`src/hw/rtl/g2g_pkg.sv`:
```
// ----------------------------------------------------------------------------
// g2g_pkg: shared definitions for the go-to-goal steering controller
// Codes, widths, fixed-point constants and the CORDIC arctangent table.
// ----------------------------------------------------------------------------
`default_nettype none

package g2g_pkg;

   // Number of CORDIC vectoring iterations (valid range 8 to 24).
   localparam int CORDIC_ITERATIONS = 16;
   localparam int CNT_W = $clog2(CORDIC_ITERATIONS);

   // Vector input to the CORDIC: a difference of two Q16.16 values.
   localparam int VEC_W = 34;
   // Internal CORDIC datapath: input scaled by 256 plus growth headroom.
   localparam int CX_W = 46;
   // Magnitude as produced by the CORDIC (before the 1/K correction).
   localparam int MAG_W = 44;
   // Angles in Q3.28.
   localparam int ANG_W = 32;

   localparam logic signed [ANG_W-1:0] HALF_PI_Q28 = 32'sd421657428;
   localparam logic signed [17:0] PI_Q13 = 18'sd25736;
   localparam logic signed [17:0] TWO_PI_Q13 = 18'sd51472;
   localparam logic [19:0] INV_K_Q20 = 20'd636751;

   typedef enum logic [1:0] {
      OP_POSE = 2'd0,
      OP_TARGET = 2'd1,
      OP_TICK = 2'd2
   } op_type;

   typedef enum logic [1:0] {
      STATUS_IDLE = 2'd0,
      STATUS_APPROACH = 2'd1,
      STATUS_ARRIVED = 2'd2
   } status_type;

   localparam logic [2:0] CSR_LINEAR_GAIN = 3'd0;
   localparam logic [2:0] CSR_ANGULAR_GAIN = 3'd1;
   localparam logic [2:0] CSR_MAX_LINEAR = 3'd2;
   localparam logic [2:0] CSR_MAX_ANGULAR = 3'd3;
   localparam logic [2:0] CSR_PICKUP = 3'd4;

   typedef enum logic [4:0] {
      ST_IDLE,
      ST_Q0, ST_Q1, ST_Q2, ST_Q3, ST_Q4,
      ST_YAW_GO, ST_YAW_RUN,
      ST_BRG_GO, ST_BRG_RUN,
      ST_D0, ST_D1, ST_D2, ST_D3,
      ST_CMP,
      ST_L0, ST_L1, ST_L2, ST_L3,
      ST_A0,
      ST_DONE
   } state_type;

   // Arctangent of 2^-i in Q3.28.
   function automatic logic signed [ANG_W-1:0] atan_q28(input logic [4:0] idx);
      logic signed [ANG_W-1:0] r;
      case (idx)
         5'd0: r = 32'sd210828714;
         5'd1: r = 32'sd124459457;
         5'd2: r = 32'sd65760959;
         5'd3: r = 32'sd33381290;
         5'd4: r = 32'sd16755422;
         5'd5: r = 32'sd8385879;
         5'd6: r = 32'sd4193963;
         5'd7: r = 32'sd2097109;
         5'd8: r = 32'sd1048571;
         5'd9: r = 32'sd524287;
         5'd10: r = 32'sd262144;
         5'd11: r = 32'sd131072;
         5'd12: r = 32'sd65536;
         5'd13: r = 32'sd32768;
         5'd14: r = 32'sd16384;
         5'd15: r = 32'sd8192;
         5'd16: r = 32'sd4096;
         5'd17: r = 32'sd2048;
         5'd18: r = 32'sd1024;
         5'd19: r = 32'sd512;
         5'd20: r = 32'sd256;
         5'd21: r = 32'sd128;
         5'd22: r = 32'sd64;
         5'd23: r = 32'sd32;
         default: r = '0;
      endcase
      return r;
   endfunction

endpackage

`default_nettype wire

```
`src/hw/rtl/g2g_cordic.sv`:
```
// ----------------------------------------------------------------------------
// g2g_cordic: iterative CORDIC vectoring unit
// Returns atan2(y, x) in Q3.28 and the unscaled magnitude, one step a cycle.
// ----------------------------------------------------------------------------
`default_nettype none

module g2g_cordic
   import g2g_pkg::*;
(
   input  wire logic                    clock,
   input  wire logic                    reset,
   input  wire logic                    start,
   input  wire logic signed [VEC_W-1:0] vec_x,
   input  wire logic signed [VEC_W-1:0] vec_y,
   output logic                         done,
   output logic signed [ANG_W-1:0]      angle,
   output logic [MAG_W-1:0]             magnitude
);

   logic signed [CX_W-1:0] x_ff, x_in, y_ff, y_in;
   logic signed [ANG_W-1:0] z_ff, z_in;
   logic [CNT_W-1:0] cnt_ff, cnt_in;
   logic busy_ff, busy_in, done_ff, done_in;
   logic signed [CX_W-1:0] sx, sy, xs, ys;

   always_comb begin
      sx = CX_W'(vec_x) <<< 8;
      sy = CX_W'(vec_y) <<< 8;
      xs = x_ff >>> cnt_ff;
      ys = y_ff >>> cnt_ff;
      x_in = x_ff;
      y_in = y_ff;
      z_in = z_ff;
      cnt_in = cnt_ff;
      busy_in = busy_ff;
      done_in = 1'b0;
      if (start) begin
         cnt_in = '0;
         if (vec_x == '0 && vec_y == '0) begin
            // The zero vector has angle and magnitude zero.
            x_in = '0;
            y_in = '0;
            z_in = '0;
            done_in = 1'b1;
            busy_in = 1'b0;
         end else begin
            busy_in = 1'b1;
            if (sx < 0) begin
               if (sy >= 0) begin
                  x_in = sy;
                  y_in = -sx;
                  z_in = HALF_PI_Q28;
               end else begin
                  x_in = -sy;
                  y_in = sx;
                  z_in = -HALF_PI_Q28;
               end
            end else begin
               x_in = sx;
               y_in = sy;
               z_in = '0;
            end
         end
      end else if (busy_ff) begin
         if (y_ff > 0) begin
            x_in = x_ff + ys;
            y_in = y_ff - xs;
            z_in = z_ff + atan_q28(5'(cnt_ff));
         end else begin
            x_in = x_ff - ys;
            y_in = y_ff + xs;
            z_in = z_ff - atan_q28(5'(cnt_ff));
         end
         cnt_in = cnt_ff + 1'b1;
         if (cnt_ff == CNT_W'(CORDIC_ITERATIONS - 1)) begin
            busy_in = 1'b0;
            done_in = 1'b1;
         end
      end
   end

   always_ff @(posedge clock) begin
      if (reset) begin
         busy_ff <= 1'b0;
         done_ff <= 1'b0;
         cnt_ff <= '0;
      end else begin
         busy_ff <= busy_in;
         done_ff <= done_in;
         cnt_ff <= cnt_in;
      end
      x_ff <= x_in;
      y_ff <= y_in;
      z_ff <= z_in;
   end

   assign done = done_ff;
   assign angle = z_ff;
   assign magnitude = x_ff[MAG_W-1:0];

endmodule

`default_nettype wire

```
`src/hw/rtl/go_to_goal_steering_controller_core.sv`:
```
// ----------------------------------------------------------------------------
// go_to_goal_steering_controller_core: proportional go-to-goal controller
// Holds pose and target, and on each control tick issues speed commands.
// ----------------------------------------------------------------------------
// Channel   Direction  Handshake              Carries
// req_*     in         req_valid / req_stall  pose update, target update, tick
// rsp_*     out        rsp_valid / rsp_stall  linear, angular command, status
// csr_*     in         csr_wr_en              gain, clamp and radius registers
//
// A control tick with both a pose and a target held makes two passes through
// the one CORDIC unit and steps on the shared 25x25 multiplier. Reset is
// synchronous and active high; it clears the held pose and target and loads
// the register defaults. A stalled response is held in the output register
// while new requests are still taken.
// ----------------------------------------------------------------------------
`default_nettype none

module go_to_goal_steering_controller_core
   import g2g_pkg::*;
(
   input  wire logic               clock,
   input  wire logic               reset,
   input  wire logic               req_valid,
   output logic                    req_stall,
   input  wire logic [1:0]         req_operation,
   input  wire logic signed [31:0] req_point_x,
   input  wire logic signed [31:0] req_point_y,
   input  wire logic signed [15:0] req_orient_x,
   input  wire logic signed [15:0] req_orient_y,
   input  wire logic signed [15:0] req_orient_z,
   input  wire logic signed [15:0] req_orient_w,
   output logic                    rsp_valid,
   input  wire logic               rsp_stall,
   output logic [14:0]             rsp_linear_command,
   output logic signed [15:0]      rsp_angular_command,
   output logic [1:0]              rsp_motion_status,
   input  wire logic               csr_wr_en,
   input  wire logic [2:0]         csr_index,
   input  wire logic [30:0]        csr_wr_data
);

   // Configuration registers.
   logic [15:0] lin_gain_ff, ang_gain_ff;
   logic [14:0] max_lin_ff, max_ang_ff;
   logic [30:0] pickup_ff;

   // Held pose and target.
   logic pose_valid_ff, target_valid_ff, target_valid_in;
   logic signed [31:0] pose_x_ff, pose_y_ff, target_x_ff, target_y_ff;
   logic signed [15:0] qx_ff, qy_ff, qz_ff, qw_ff;

   // Sequencer and datapath registers.
   state_type state_ff, state_in;
   logic signed [49:0] prod_ff, prod_in;
   logic signed [65:0] acc_ff, acc_in;
   logic signed [31:0] siny_ff, siny_in;
   logic signed [17:0] yaw_ff, yaw_in, brg_ff, brg_in, err_ff, err_in;
   logic [MAG_W-1:0] mag_ff, mag_in;
   logic [34:0] dist_ff, dist_in;
   logic [34:0] diff_ff, diff_in;
   logic [14:0] res_lin_ff, res_lin_in;
   logic signed [15:0] res_ang_ff, res_ang_in;
   logic [1:0] res_stat_ff, res_stat_in;

   // Output register.
   logic rsp_valid_ff, rsp_valid_in;
   logic [14:0] rsp_lin_ff, rsp_lin_in;
   logic signed [15:0] rsp_ang_ff, rsp_ang_in;
   logic [1:0] rsp_stat_ff, rsp_stat_in;

   // Shared multiplier operands.
   logic signed [24:0] mul_a, mul_b;

   // CORDIC hookup.
   logic cor_start, cor_done;
   logic signed [VEC_W-1:0] cor_x, cor_y;
   logic signed [ANG_W-1:0] cor_angle;
   logic [MAG_W-1:0] cor_mag;

   logic req_take;
   logic signed [VEC_W-1:0] dx, dy;
   logic signed [65:0] cos_full, rnd;
   logic signed [17:0] ang_q13, err_raw;
   logic [16:0] err_abs;
   logic [34:0] lin_full;
   logic [19:0] amag_full;
   logic [14:0] amag;

   g2g_cordic u_cordic (
      .clock     (clock),
      .reset     (reset),
      .start     (cor_start),
      .vec_x     (cor_x),
      .vec_y     (cor_y),
      .done      (cor_done),
      .angle     (cor_angle),
      .magnitude (cor_mag)
   );

   assign req_stall = (state_ff != ST_IDLE);
   assign req_take = req_valid && !req_stall;

   assign dx = VEC_W'(target_x_ff) - VEC_W'(pose_x_ff);
   assign dy = VEC_W'(target_y_ff) - VEC_W'(pose_y_ff);
   assign err_abs = err_ff[17] ? 17'(-err_ff) : 17'(err_ff);

   always_comb begin
      state_in = state_ff;
      prod_in = prod_ff;
      acc_in = acc_ff;
      siny_in = siny_ff;
      yaw_in = yaw_ff;
      brg_in = brg_ff;
      err_in = err_ff;
      mag_in = mag_ff;
      dist_in = dist_ff;
      diff_in = diff_ff;
      res_lin_in = res_lin_ff;
      res_ang_in = res_ang_ff;
      res_stat_in = res_stat_ff;
      target_valid_in = target_valid_ff;
      rsp_valid_in = rsp_valid_ff && rsp_stall;
      rsp_lin_in = rsp_lin_ff;
      rsp_ang_in = rsp_ang_ff;
      rsp_stat_in = rsp_stat_ff;
      mul_a = '0;
      mul_b = '0;
      cor_start = 1'b0;
      cor_x = dx;
      cor_y = dy;
      cos_full = 66'sd268435456 - (acc_ff <<< 1);
      rnd = '0;
      ang_q13 = 18'((cor_angle + 32'sd16384) >>> 15);
      err_raw = brg_ff - yaw_ff;
      lin_full = '0;
      amag_full = '0;
      amag = '0;

      case (state_ff)
         ST_IDLE: begin
            if (req_take && req_operation == OP_TARGET) begin
               target_valid_in = 1'b1;
            end
            if (req_take && req_operation == OP_TICK) begin
               if (pose_valid_ff && target_valid_ff) begin
                  state_in = ST_Q0;
               end else begin
                  res_lin_in = '0;
                  res_ang_in = '0;
                  res_stat_in = STATUS_IDLE;
                  state_in = ST_DONE;
               end
            end
         end
         // Yaw terms: siny = 2(wz + xy), cosy = 1 - 2(yy + zz).
         ST_Q0: begin
            mul_a = 25'(qw_ff);
            mul_b = 25'(qz_ff);
            state_in = ST_Q1;
         end
         ST_Q1: begin
            mul_a = 25'(qx_ff);
            mul_b = 25'(qy_ff);
            acc_in = 66'(prod_ff);
            state_in = ST_Q2;
         end
         ST_Q2: begin
            mul_a = 25'(qy_ff);
            mul_b = 25'(qy_ff);
            acc_in = acc_ff + 66'(prod_ff);
            state_in = ST_Q3;
         end
         ST_Q3: begin
            mul_a = 25'(qz_ff);
            mul_b = 25'(qz_ff);
            siny_in = {acc_ff[30:0], 1'b0};
            acc_in = 66'(prod_ff);
            state_in = ST_Q4;
         end
         ST_Q4: begin
            acc_in = acc_ff + 66'(prod_ff);
            state_in = ST_YAW_GO;
         end
         ST_YAW_GO: begin
            cor_x = cos_full[VEC_W-1:0];
            cor_y = VEC_W'(siny_ff);
            cor_start = 1'b1;
            state_in = ST_YAW_RUN;
         end
         ST_YAW_RUN: begin
            if (cor_done) begin
               yaw_in = ang_q13;
               state_in = ST_BRG_GO;
            end
         end
         ST_BRG_GO: begin
            cor_start = 1'b1;
            state_in = ST_BRG_RUN;
         end
         ST_BRG_RUN: begin
            if (cor_done) begin
               brg_in = ang_q13;
               mag_in = cor_mag;
               state_in = ST_D0;
            end
         end
         // Distance = magnitude / K, in two partial products.
         ST_D0: begin
            mul_a = 25'({1'b0, mag_ff[21:0]});
            mul_b = 25'({1'b0, INV_K_Q20});
            state_in = ST_D1;
         end
         ST_D1: begin
            mul_a = 25'({1'b0, mag_ff[MAG_W-1:22]});
            mul_b = 25'({1'b0, INV_K_Q20});
            acc_in = 66'(prod_ff);
            state_in = ST_D2;
         end
         ST_D2: begin
            acc_in = acc_ff + (66'(prod_ff) <<< 22);
            state_in = ST_D3;
         end
         ST_D3: begin
            rnd = acc_ff + 66'sd134217728;
            dist_in = rnd[62:28];
            // Heading error, wrapped into plus or minus pi.
            if (err_raw > PI_Q13) begin
               err_in = err_raw - TWO_PI_Q13;
            end else if (err_raw < -PI_Q13) begin
               err_in = err_raw + TWO_PI_Q13;
            end else begin
               err_in = err_raw;
            end
            state_in = ST_CMP;
         end
         ST_CMP: begin
            if (dist_ff <= 35'(pickup_ff)) begin
               target_valid_in = 1'b0;
               res_lin_in = '0;
               res_ang_in = '0;
               res_stat_in = STATUS_ARRIVED;
               state_in = ST_DONE;
            end else begin
               diff_in = dist_ff - 35'(pickup_ff);
               state_in = ST_L0;
            end
         end
         ST_L0: begin
            mul_a = 25'({1'b0, diff_ff[21:0]});
            mul_b = 25'({1'b0, lin_gain_ff});
            state_in = ST_L1;
         end
         ST_L1: begin
            mul_a = 25'({1'b0, diff_ff[34:22]});
            mul_b = 25'({1'b0, lin_gain_ff});
            acc_in = 66'(prod_ff);
            state_in = ST_L2;
         end
         ST_L2: begin
            acc_in = acc_ff + (66'(prod_ff) <<< 22);
            state_in = ST_L3;
         end
         ST_L3: begin
            rnd = acc_ff + 66'sd32768;
            lin_full = rnd[50:16];
            res_lin_in = (lin_full > 35'(max_lin_ff)) ? max_lin_ff : lin_full[14:0];
            mul_a = 25'({1'b0, err_abs});
            mul_b = 25'({1'b0, ang_gain_ff});
            state_in = ST_A0;
         end
         ST_A0: begin
            rnd = 66'(prod_ff) + 66'sd4096;
            amag_full = rnd[32:13];
            amag = (amag_full > 20'(max_ang_ff)) ? max_ang_ff : amag_full[14:0];
            res_ang_in = err_ff[17] ? -16'(amag) : 16'(amag);
            res_stat_in = STATUS_APPROACH;
            state_in = ST_DONE;
         end
         ST_DONE: begin
            // Wait until the output register is free or being emptied.
            if (!rsp_valid_ff || !rsp_stall) begin
               rsp_valid_in = 1'b1;
               rsp_lin_in = res_lin_ff;
               rsp_ang_in = res_ang_ff;
               rsp_stat_in = res_stat_ff;
               state_in = ST_IDLE;
            end
         end
         default: begin
            state_in = ST_IDLE;
         end
      endcase
      prod_in = mul_a * mul_b;
   end

   always_ff @(posedge clock) begin
      if (reset) begin
         state_ff <= ST_IDLE;
         rsp_valid_ff <= 1'b0;
         pose_valid_ff <= 1'b0;
         target_valid_ff <= 1'b0;
         pose_x_ff <= '0;
         pose_y_ff <= '0;
         target_x_ff <= '0;
         target_y_ff <= '0;
         qx_ff <= '0;
         qy_ff <= '0;
         qz_ff <= '0;
         qw_ff <= '0;
         lin_gain_ff <= 16'd2253;
         ang_gain_ff <= 16'd7373;
         max_lin_ff <= 15'd1434;
         max_ang_ff <= 15'd3686;
         pickup_ff <= 31'd29491;
      end else begin
         state_ff <= state_in;
         rsp_valid_ff <= rsp_valid_in;
         target_valid_ff <= target_valid_in;
         if (req_take && req_operation == OP_POSE) begin
            pose_valid_ff <= 1'b1;
            pose_x_ff <= req_point_x;
            pose_y_ff <= req_point_y;
            qx_ff <= req_orient_x;
            qy_ff <= req_orient_y;
            qz_ff <= req_orient_z;
            qw_ff <= req_orient_w;
         end
         if (req_take && req_operation == OP_TARGET) begin
            target_x_ff <= req_point_x;
            target_y_ff <= req_point_y;
         end
         if (csr_wr_en) begin
            case (csr_index)
               CSR_LINEAR_GAIN: lin_gain_ff <= csr_wr_data[15:0];
               CSR_ANGULAR_GAIN: ang_gain_ff <= csr_wr_data[15:0];
               CSR_MAX_LINEAR: max_lin_ff <= csr_wr_data[14:0];
               CSR_MAX_ANGULAR: max_ang_ff <= csr_wr_data[14:0];
               CSR_PICKUP: pickup_ff <= csr_wr_data;
               default: begin
               end
            endcase
         end
      end
      prod_ff <= prod_in;
      acc_ff <= acc_in;
      siny_ff <= siny_in;
      yaw_ff <= yaw_in;
      brg_ff <= brg_in;
      err_ff <= err_in;
      mag_ff <= mag_in;
      dist_ff <= dist_in;
      diff_ff <= diff_in;
      res_lin_ff <= res_lin_in;
      res_ang_ff <= res_ang_in;
      res_stat_ff <= res_stat_in;
      rsp_lin_ff <= rsp_lin_in;
      rsp_ang_ff <= rsp_ang_in;
      rsp_stat_ff <= rsp_stat_in;
   end

   assign rsp_valid = rsp_valid_ff;
   assign rsp_linear_command = rsp_lin_ff;
   assign rsp_angular_command = rsp_ang_ff;
   assign rsp_motion_status = rsp_stat_ff;

`ifndef SYNTHESIS
   // The CORDIC only finishes while the sequencer is waiting on it.
   a_cordic_done: assert property (@(posedge clock) disable iff (reset)
      cor_done |-> (state_ff == ST_YAW_RUN || state_ff == ST_BRG_RUN))
      else $error("CORDIC finished outside a wait state");

   // Idle and arrived responses carry zero commands.
   a_zero_cmd: assert property (@(posedge clock) disable iff (reset)
      (rsp_valid && rsp_motion_status != STATUS_APPROACH)
         |-> (rsp_linear_command == '0 && rsp_angular_command == '0))
      else $error("nonzero command without approach status");

   // Forward speed never exceeds its clamp.
   a_lin_clamp: assert property (@(posedge clock) disable iff (reset)
      (rsp_valid && rsp_motion_status == STATUS_APPROACH)
         |-> (rsp_linear_command <= max_lin_ff))
      else $error("linear command above clamp");
`endif

endmodule

`default_nettype wire
```
`config.mk`:
```
export PLATFORM = sky130hd
export DESIGN_NAME = go_to_goal_steering_controller_core
export DESIGN_NICKNAME = d
export VERILOG_FILES = /design/src/hw/rtl/g2g_pkg.sv /design/src/hw/rtl/g2g_cordic.sv /design/src/hw/rtl/go_to_goal_steering_controller_core.sv
export SDC_FILE = /design/constraint.sdc
export NUM_CORES = 2
export LEC_CHECK = 0
export BUFFER_PORTS_ARGS = -buffer_cell sky130_fd_sc_hd__buf_4
export CAP_MARGIN = 5
export CELL_PAD_IN_SITES_DETAIL_PLACEMENT = 0
export CELL_PAD_IN_SITES_GLOBAL_PLACEMENT = 1
export CORE_ASPECT_RATIO = 1.1
export CORE_MARGIN = 3
export CORE_UTILIZATION = 50
export CTS_CLUSTER_DIAMETER = 120
export CTS_CLUSTER_SIZE = 8
export DETAILED_ROUTE_END_ITERATION = 10
export PLACE_DENSITY_LB_ADDON = 0.1
export SLEW_MARGIN = 20
export SYNTH_ARGS = -nofsm -noshare
export SYNTH_HDL_FRONTEND = slang
export SYNTH_SLANG_ARGS = --single-unit
```
`constraint.sdc`:
```
create_clock -name clock -period 12.05 [get_ports clock]
set_input_delay 2.41 -clock clock [delete_from_list [all_inputs] [get_ports clock]]
set_output_delay 2.41 -clock clock [all_outputs]
set_load 0.02 [all_outputs]
```
== After elaboration in Yosys (flattened, before gate mapping) ==
Memory sizes are Yosys's and may differ from the RTL's. A register that Yosys moved wholly into a read port is not among the register bits.
Cells that the tools add are included.
Word-level totals
  ROM bits: 896
  logic and storage cells: 226
  bits in registers: 802
  output and inout port bits: 35
  memories: 2
Operators by class
  equality and inequality tests: 34
  reduce and logical (&&, ||, !) cells: 44
  shifts and indexed selects: 2
  bitwise gates (word level): 1
  $mul: 1
  $add $sub $neg: 24
  order comparisons: 8
  multiplexer cells: 72
Memories
  (no name shown): words 16, width 28, rd ports 1, clocked after memory_dff 1, write ports 0, line g2g_pkg.sv:60  | case (idx)
  (no name shown): words 16, width 28, rd ports 1, clocked after memory_dff 1, write ports 0, line g2g_pkg.sv:60
Operators with widths (count)
  $mux W46: 12
  $mux W32: 12
  $pmux W25 S9: 1
  $pmux W66 S3: 1
  $pmux W25 S5: 1
  $pmux W5 S21: 1
  $add A46 B46 Y46: 2
  $neg A42 Y46: 2
  $sshr A46 B4 Y46: 2
  $sub A46 B46 Y46: 2
  $mux W15: 5
  $logic_not A34 Y1: 2
  $mux W34: 2
  $add A66 B50 Y66: 1
  $add A66 B66 Y66: 1
  $sub A32 B32 Y33: 2
  $mux W16: 4
  $add A63 B29 Y63 const B: 1
  $add A51 B17 Y51 const B: 1
  $mul A25 B25 Y50: 1
  $pmux W16 S3: 1
  $gt A46 B1 Y1 const B: 1
  $pmux W15 S3: 1
  $ge A42 B1 Y1 const B: 1
  other kinds (54): 126

== Logic depth before layout (Yosys ltp) ==
  depth in word-level cells: 8
  mapped depth: 40

== Cells and area by module ==
From an unflattened synthesis, not the netlist that was laid out.
Second synthesis, totals
  cell total of the unflattened synthesis: 9472
  area, all modules: 82352.7 um^2
Modules (own cells, without submodules)
  go_to_goal_steering_controller_core: instances 1, sequential area each 16656.0 um^2, cells each 6849, area an instance 60256.5 um^2
  g2g_cordic: instances 1, sequential area each 4384.2 um^2, cells each 2623, area an instance 22096.2 um^2

== Worst setup path before layout ==
Ideal clock, no wire load.
  path kind: register -> register
  start: reg state_ff[0]
  end: reg prod_ff[49]
  arrival: 10120 ps
  data required time: 11978 ps
  setup slack: 1858 ps
  buffers on the path: 5
  library setup time: 72 ps
  cell stages (with the launch flop): 32
  cell sequence: dfxtp_1 -> clkbuf_1 -> or2_2 -> clkbuf_1 -> nor3_1 -> clkbuf_1 -> clkbuf_1 -> a221o_1 -> clkbuf_1 -> nand2b_1 -> fa_1 -> inv_1 -> fa_1 -> fa_1 -> fa_1 -> fa_1 -> fa_1 -> inv_1 -> fa_1 -> inv_1 -> ha_1 -> and3_1 -> a211oi_1 -> inv_1 -> a21oi_1 -> o2111ai_1 -> nand2_1 -> nor2_1 -> a2111oi_0 -> nand3b_1 -> a31oi_1 -> xnor2_1
Between the ends
  longest elaborated chain between the ends: 4
RTL lines
  start, declared: line go_to_goal_steering_controller_core.sv:53  | state_type state_ff, state_in;
  start signal, assigned: line go_to_goal_steering_controller_core.sv:316  | state_ff <= state_in;
  $eq A5 B5 Y1 (tied with other cells): line go_to_goal_steering_controller_core.sv:139  | case (state_ff)
  $reduce_or A2 Y1 (no source line)
  $pmux W25 S5: line go_to_goal_steering_controller_core.sv:139
  $mul A25 B25 Y50 *: line go_to_goal_steering_controller_core.sv:293  | prod_in = mul_a * mul_b;
  via prod_in[49]: line go_to_goal_steering_controller_core.sv:54  | logic signed [49:0] prod_ff, prod_in;
  end signal, assigned: line go_to_goal_steering_controller_core.sv:344  | prod_ff <= prod_in;
  end, declared: line go_to_goal_steering_controller_core.sv:54
The timed path passes the listed nets; every way through them passes the cells marked *.
A chain may end at the register's enable or synchronous reset.

== Final worst setup path ==
  start: reg state_ff[3]
  end: reg prod_ff[48]
The elaborated chain is that of the path after synthesis.

==> results.toml <==
[drt]
first_pass_iters = 6
route.detailed.drc = 0
drt-wirelength-per-cell_um = 25.5
vias_per_cell = 6.07
drt_iter0_drc = 6893
vias = 69684
routed_wirelength_um = 293000
antenna_left = 0

[synth]
netlist.area_leader.share_pct = 16.7
yosysMostFrequentCell = "nand2_1"
synth-compound-area-share_pct = 17.3
ys_warn_count = 0
synth_cells = 9247
ys_top_cells_by_count = "nand2_1 (1,240), inv_1 (976), a21oi_1 (769)"
synth_area_leader_cell = "edfxtp_1"
yosys.area_share.simple_pct = 15.6
synth-seq-area-share_pct = 26.0
ys_types = 100
synth_flop_cell = "edfxtp_1"
muxShareOfSynthArea_pct = 4.58
synth_top_family_by_area = "adder cells"
synth-xor-area-share_pct = 6.98
synth_fp_nets = 10550
synth_fa_ha_area_share_pct = 23.1
synth_area_leaders = "edfxtp_1 (17%), fa_1 (15%), dfxtp_1 (9.3%)"
synth-seq-cells = 826
avgSynthCellArea_um2 = 8.76
synthArstFlopShare_pct = 0
synth_area_um2 = 81000
synth-edff-count = 450

[timing]
fin_crit_ns = 11.02
rsz0062_at_grt = "no"
worst_slew_pin_slew_ns = 1.31
slew-limit-headroom_pct = 11.9
setup_viol = 0
fin_setup_tns_ns = 0
fmax_mhz = 90.8
fin_crit_sh_pct = 91.4
skew_ns = 0.0744
setup_ws_ns = 1.03
hold_viol_final = 0
slew_viol_final = 0

[worst_setup_path]
regToRegSetupSlack_ns = 1.03
start_kind = "register"
crit_top_cell = "fa_1"
r2r-start = "state_ff[3]"
crit_path_end_kind = "register"
slowest_stage = "dfxtp_1"
r2r_end = "prod_ff[48]"
setup.worst_path.start = "state_ff[3]"
worstPathArrival_ns = 11.70
worst-setup-path-type = "reg -> reg"
rr_worst_depth = 32
worstPathMaxFanout = 24
max_stage_delay_ns = 0.85
worst_ep_required_time_ns = 12.73

[die]
die_area_um2 = 167000
num_rows = 154
start_util_pct = 50.5
boundaryPins = 204
core_area_um2 = 161000
chipWidth_um = 390
die_h_um = 428

[finish]
area_growth_pct = 8.78
final_cells = 11481
layout-drive-gt1-share_pct = 7.25
fillCellCount = 15096
seqCellArea_um2 = 21100
fin_nets = 10586
multi_input_area_um2 = 55000
fin_util_pct = 54.9

[pwr]
swShare_pct = 46.0
clkPwrFrac_pct = 21.4
comb_power_share_pct = 50.0
p_seq_share_pct = 28.6
p_int_mw = 7.90
power_density_nw_per_um2 = 166
peakVddDrop_mv = 0.238
p_leak_nw = 37.6
p_switching_mw = 6.74
p_total_mw = 14.6

[cts]
cts_setup_buffers = 0
cts.htree.levels = 3
cts_buffer_depth = 3
cts_num_sinks = 826
clk_latency_ns = 0.79
cts_root_buffer = "clkbuf_16"
cts_tree = "yes"
clk_pin_slew_ns = 0.06
cts-buffers-inserted = 114
cts_resized = 0
cts_hold_buffers = 0

[worst_hold_path]
hold-path-cell-count = 0
whs_endpoint = "rsp_angular_command[2]"
hp-start = "res_ang_ff[2]"
worstHoldPathType = "reg -> reg"

[placed_design]
place.port_buffers = 203
dp.cells = 11273
place.gp.congestion = 1.01
place_ws_ns = 1.18
hpwl_um = 231000

[global_route]
grt_max_degree = 112
grt_pass1_vias = 67427
gr-total-overflow = 0
grt_pass1_wl_um = 436000
grtUsageTotal_pct = 34.6
antenna_found_initial = 10

[status]
outcome = "finished, final reports clean"

[job]
cap_violations = 0
-- power groups by stage --
stage,registers [mW],clock network (mW),logic [mW]
finish,4.18,3.14,7.32
floorplan,3.88,0,4.95
CTS,4.16,3.20,7.17
global placement,4.20,0,7.06
detailed placement,4.21,0,7.12
global route,4.20,3.30,7.92
-- worst max-delay path: cells and delay by family, from the launching register on --
kind,cells,cell delay [ns]
adder cells (fa/ha/maj),8,4.11
AO/OA/AOI/OAI,13,3.68
AND/OR/NAND/NOR,5,1.34
flip-flops,1,0.85
buffers and inverters,5,0.82
XOR/XNOR,1,0.13
-- stage by stage --
step	hold slack (ns)	area, um^2
after floorplan	0.400	81000
after global placement	0.405	84800
after detailed placement	0.405	84800
after CTS	0.415	88100
after global routing	0.422	88100
final	0.415	88100
-- worst max-delay path by stage --
| stage | endpoint | slack [ns] |
|---|---|---|
| finish | prod_ff[48] | 1.03 |
| CTS | prod_ff[49] | 1.14 |
| floorplan | prod_ff[49] | 1.86 |
| global placement | prod_ff[49] | 1.33 |
| detailed placement | prod_ff[49] | 1.18 |
| global route | prod_ff[49] | 0.39 |
-- routing by layer --
layer	up-vias	GRT usage (%)	wire length, um
li1	32075	-	-
met1	34271	49.6	127000
met2	2884	51.9	127000
met3	450	6.87	26900
met4	4	12.2	11600
met5	-	0	27
-- cells in the final DEF (no fill, tap or decap), types with 53 or more instances in the layout --
master,count
nand3_1,161
and2_1,53
edfxtp_1,450
clkbuf_1,83
o211ai_1,61
mux2i_1,103
and3_1,93
o21a_1,69
xnor2_1,381
o31ai_1,60
nor2_1,686
nand4_1,66
nor2b_1,60
fa_1,604
a31oi_1,81
o21bai_1,57
ha_1,530
dfxtp_1,372
o21ai_0,406
mux4_2,84
a211oi_1,76
a21o_1,242
xor2_1,265
a22oi_1,72
nand2b_1,100
nand2_1,1238
nor3_1,115
inv_1,974
a21oi_1,764
clkbuf_16,115
buf_4,313
-- cell type report --
| cell class | count | area share [%] |
|---|---|---|
| multi-input combinational | 7047 | 62.4 |
| sequential | 826 | 23.9 |
| inverter | 979 | 4.17 |
| clock buffer | 198 | 3.62 |
| tap | 2106 | 2.99 |
| timing repair buffer | 315 | 2.71 |
| clock inverter | 8 | 0.202 |
| antenna | 2 | 0.00568 |
-- kinds of logic (layout without fill, tap and decap cells) --
kind of cell,Yosys count,count (layout)
and+or+nand+nor,2804,2804
AOI/OAI and AO/OA,2222,2222
buffers and inverters,1374,1500
adders and majority gates,1134,1134
DFF,826,826
xor gates and xnor gates,646,646
muxes,241,241
other,0,2
-- sequential cells by signal, indices dropped and copies added, names as in the netlist, 17 cells and up, named ones only --
name            cells
dist_ff            35
mag_ff             44
acc_ff             63
err_ff             18
prod_ff            50
target_y_ff        32
u_cordic.x_ff      46
diff_ff            35
brg_ff             17
siny_ff            31
yaw_ff             17
u_cordic.angle     32
pickup_ff          31
pose_y_ff          32
u_cordic.y_ff      46
target_x_ff        32
pose_x_ff          32
Power figures use the tool's default switching activity.
